File: config.mk
export PLATFORM = sky130hd
export DESIGN_NAME = ppe_alu
export DESIGN_NICKNAME = d
export VERILOG_FILES = /design/src/sv/ppe_pkg.sv /design/src/sv/ppe_alu.sv
export SDC_FILE = /design/constraint.sdc
export NUM_CORES = 1
export LEC_CHECK = 0
export BUFFER_PORTS_ARGS = -buffer_cell sky130_fd_sc_hd__buf_2
export CAP_MARGIN = 20
export CELL_PAD_IN_SITES_DETAIL_PLACEMENT = 1
export CELL_PAD_IN_SITES_GLOBAL_PLACEMENT = 2
export CORE_MARGIN = 5
export CORE_UTILIZATION = 24
export DETAILED_ROUTE_END_ITERATION = 12
export PLACE_DENSITY = 0.9
export SETUP_SLACK_MARGIN = 0.5
export SLEW_MARGIN = 10
export SYNTH_ARGS = -nofsm -noshare
export SYNTH_HDL_FRONTEND = slang
export SYNTH_SLANG_ARGS = --single-unit
File: constraint.sdc
create_clock -name vclk -period 4.05
set_input_delay 0.6075 -clock vclk [all_inputs]
set_output_delay 0.6075 -clock vclk [all_outputs]
set_load 0.01 [all_outputs]
File: src/sv/ppe_pkg.sv
`timescale 1ns / 1ps

package ppe_pkg;

   localparam int SLOT_W    = 6;
   localparam int WORD_W    = 32;
   localparam int SIZE_W    = 31;
   localparam int LIFE_W    = 17;
   localparam int DECAY_W   = 16;
   localparam int OP_W      = 2;
   localparam int KIND_W    = 2;
   localparam int REQ_DATA_W = 192;
   localparam int RSP_DATA_W = 136;

   localparam logic [LIFE_W-1:0]  LIFE_ONE    = 17'd32768;
   localparam logic [DECAY_W-1:0] DECAY_RESET = 16'd328;

   localparam logic [OP_W-1:0] OP_ADD  = 2'd0;
   localparam logic [OP_W-1:0] OP_TICK = 2'd1;
   localparam logic [OP_W-1:0] OP_DRAW = 2'd2;

   localparam logic [KIND_W-1:0] KIND_ADD_ACK = 2'd0;
   localparam logic [KIND_W-1:0] KIND_LIVE    = 2'd1;
   localparam logic [KIND_W-1:0] KIND_NONE    = 2'd2;

   // Word of the position memory: written by add and by tick.
   typedef struct packed {
      logic [LIFE_W-1:0] life;
      logic [WORD_W-1:0] pos_y;
      logic [WORD_W-1:0] pos_x;
   } pos_word_type;

   // Word of the attribute memory: written by add only.
   typedef struct packed {
      logic [SIZE_W-1:0] size;
      logic [WORD_W-1:0] rgba;
      logic [WORD_W-1:0] vel_y;
      logic [WORD_W-1:0] vel_x;
   } att_word_type;

   typedef struct packed {
      logic              live;
      logic [LIFE_W-1:0] life;
      logic [WORD_W-1:0] pos_y;
      logic [WORD_W-1:0] pos_x;
   } alu_out_type;

endpackage

File: src/sv/ppe_alu.sv
`timescale 1ns / 1ps

module ppe_alu
   import ppe_pkg::*;
(
   input  logic                 entry_valid,
   input  pos_word_type         pos_word,
   input  logic [WORD_W-1:0]    vel_x,
   input  logic [WORD_W-1:0]    vel_y,
   input  logic [DECAY_W-1:0]   decay,
   output alu_out_type          result
);

   logic [LIFE_W-1:0] life_now;

   // An entry never written reads as a free slot with zero life.
   assign life_now = entry_valid ? pos_word.life : '0;

   always_comb begin
      result.live  = ($signed(life_now) > $signed({LIFE_W{1'b0}}));
      result.life  = life_now - {{(LIFE_W - DECAY_W){1'b0}}, decay};
      result.pos_x = pos_word.pos_x + vel_x;
      result.pos_y = pos_word.pos_y + vel_y;
   end

endmodule

**Word level (Yosys, flattened, before mapping)**

Index checks and enable logic that the tools add are counted.

- Multiplexer cells: 1
- Add/sub/neg operators: 3
- Magnitude comparators: 1

Operators by type and width:

| operator | count |
|---|---|
| adder 32 bit | 2 |
| greater-than comparator 17 x 1 -> 1 bit, second input constant | 1 |
| 2-to-1 mux 17 bit | 1 |
| subtractor 17 x 16 -> 17 bit | 1 |

- Output and inout port bits: 82
- Logic and storage cells: 5
- Bits in registers: 0
- Input bits: 162

**Depth between registers and ports, before layout**

- Word-level depth: 2
- Gate-level depth with buffers: 12
- Gate-level depth less buffers: 11

**Worst setup path before layout**

Ideal clock, no wire load.

- Kind: input port to output port
- Start point: input port pos_word[0] in the netlist's numbering
- End point: output port result[30] in the netlist's numbering
- Data arrival time: 2739 ps
- Cell stages on the path: 9
- Setup slack: 704 ps
- Cell sequence: ha_1 -> fa_1 -> a21o_1 -> a221oi_1 -> a22oi_2 -> a21oi_4 -> a2bb2oi_2 -> mux2i_1 -> o211ai_1

RTL lines:

| item | RTL line | RTL |
|---|---|---|
| start, declared | ppe_alu.sv:7 | `input pos_word_type pos_word,` |
| end, declared | ppe_alu.sv:11 | `output alu_out_type result` |

==> summary.md <==
| Metric | Value |
|---|---|
| Status | `complete, no violations` |
| Crit-path max FO | `5` |
| Synth-to-Final Area Change | `37.8%` |
| Vias in the first global route | `5719` |
| Power per cell area | `189 nW/µm²` |
| Tot GR Track Use | `0.154` |
| Max-slew headroom | `0.688` |
| Hold-fix buffers at CTS | `0` |
| Critical Path AT | `2.91 ns` |
| DIE AREA | `21400 µm²` |
| FP Rows | `49` |
| Die Span Y | `146 µm` |
| Met3 global-route usage | `0.0437` |
| Yosys top cell area share | `0.222` |
| Met1 Use GR | `0.198` |
| Grt ovf | `0` |
| GPL Wtd Cong | `0.887` |
| Initial core utilization | `0.246` |
| M2 GR Usage | `0.266` |
| GR peak layer | `met2` |
| Worst vdd ir | `0.0711 mV` |
| Startpoint type of the worst setup path | `input pin` |
| Minimum clock period | `3.52 ns` |
| CP startpoint | `pos_word[4]` |
| # DRC | `0` |
| Max cap viols | `0` |
| Fin area | `6130 µm²` |
| Starting DRC count in detailed routing | `158` |
| Synthesized area | `4450 µm²` |
| Hold WS | `1.52 ns` |
| Top post-synthesis cells by area | `ha_1 22%, xnor2_1 9.6%, a21oi_1 7.4%, a21o_1 4.4%, xor2_1 3.9%` |
| Ratio of cells with drive above 1 in the final layout | `0.346` |
| Yosys top cell by area | `ha_1` |
| Largest net degree at the start of global routing | `19` |
| Worst-Margin Slew | `0.461 ns` |
| Vias per std cell | `5.11` |
| Routed WL per cell | `16.6 µm` |
| CORE AREA | `18100 µm²` |
| Post-DRT Antenna Nets | `0` |
| Final setup fails | `0` |
| Post-DP Area | `5910 µm²` |
| Worst min-delay path class | `input pin to primary output` |
| Netlist cell types | `72` |
| Fin Setup TNS | `0 ns` |
| CP endpoint kind | `primary output` |
| First-pass detailed-route iteration total | `4` |
| Syn Nets | `867` |
| Top-Level Pins | `244` |
| Critical Path RT | `3.44 ns` |
| Seq cells | `0` |
| Final period util | `0.869` |
| Syn Area/Cell | `7.14 µm²` |
| PortBufs | `244` |
| Reg area | `0 µm²` |
| Synth warn | `0` |
| Detailed Route WL | `18200 µm` |
| Final slew viol count | `0` |
| Global-route wire length before repair | `28700 µm` |
| Antenna violations before repair | `8` |
| Max Clock Freq | `284 MHz` |
| Placed Cells | `1081` |
| Hold_sp | `vel_y[0]` |
| RSZ-0062 raised after global routing | `no` |
| Post-Synthesis Cells | `623` |
| Final hold viol count | `0` |
| DR vias | `5586` |
| Clock buffers | `0` |
| CP Class | `input pin to primary output` |
| Hpwl dp | `15900 µm` |
| P_leak | `3.06 nW` |
| Die Width | `146 µm` |
| Sequential element share of the synthesized area | `0` |
| Layout Cells excl Fill | `1093` |
| Final #Nets | `1108` |
[routing by layer]
layer  share of wire  vias up
li1                -     2825
met1            0.44     2551
met2            0.46      174
met3           0.077       24
met4           0.014       12
met5          0.0031        -
[worst paths after layout]
check	to	slack, ns	cells after the start
worst max-delay path	result[29]	0.53	10
worst min-delay path	result[32]	1.52	3
[layout by cell type (no fill, tap or decap), types with 6 or more instances in the layout]
cell	n
xnor2_1	49
inv_1	38
nand4_1	15
nor3_1	11
o21ai_0	28
nand2_1	42
xor2_1	20
a31oi_1	6
and3_1	9
o211ai_1	12
o21a_1	11
buf_4	14
and2_1	21
nor2_1	27
a21o_1	26
o21bai_1	8
buf_2	242
a21oi_1	62
nand3_1	21
nor2b_1	9
ha_1	77
[cell usage after synthesis (15+ instances only)]
master,instances
a21o_1,26
a21oi_1,66
and2_1,22
ha_1,79
inv_1,38
nand2_1,42
nand3_1,21
nand4_1,15
nor2_1,27
o21ai_0,29
xnor2_1,49
xor2_1,20
[power by group]
group / switching, mW / internal, mW
Sequential: 0 / 0
Clock: 0 / 0.0000000661
Combinational: 0.642 / 0.514
Total: 0.642 / 0.514
[kinds of logic after synthesis]
group	count (synthesis)	share of synthesized area
mux	2	0.00478
buf+inv	56	0.0481
xor+xnor	69	0.136
compound gates	219	0.343
simple gates	195	0.233
fa+ha+maj	82	0.236
[cell type report]
cell class	instances	area (µm²)
inverters	38	143
multi-input cells	567	4370
repair buffers	257	1330
well taps	229	287
fillers	2316	12000
diodes	2	5.00
[what timing repair did]
action                     in CTS  in global routing
pin swaps                       6                 19
hold endpoints to repair        0                  0
gates resized for setup        11                 23
setup endpoints to repair      15                 19
buffers inserted                4                  6
[through the flow]
step            util  setup slack, ns  power, mW
3_3_place_gp   0.327            0.280       1.11
2_1_floorplan      -            0.704      0.698
5_1_grt        0.339            0.416       1.27
4_1_cts        0.331            0.457       1.14
3_5_place_dp   0.327            0.206       1.12
6_report       0.339            0.529       1.16
[critical path, stage by stage]
cell	delay, ns
buf_2	0.12
ha_4	0.26
a21o_1	0.19
a31o_1	0.24
o21ba_4	0.23
o41ai_4	0.47
o31a_2	0.23
nor3_1	0.05
or3_1	0.35
buf_4	0.16
Note: power is estimated with default switching activity, not from simulation.
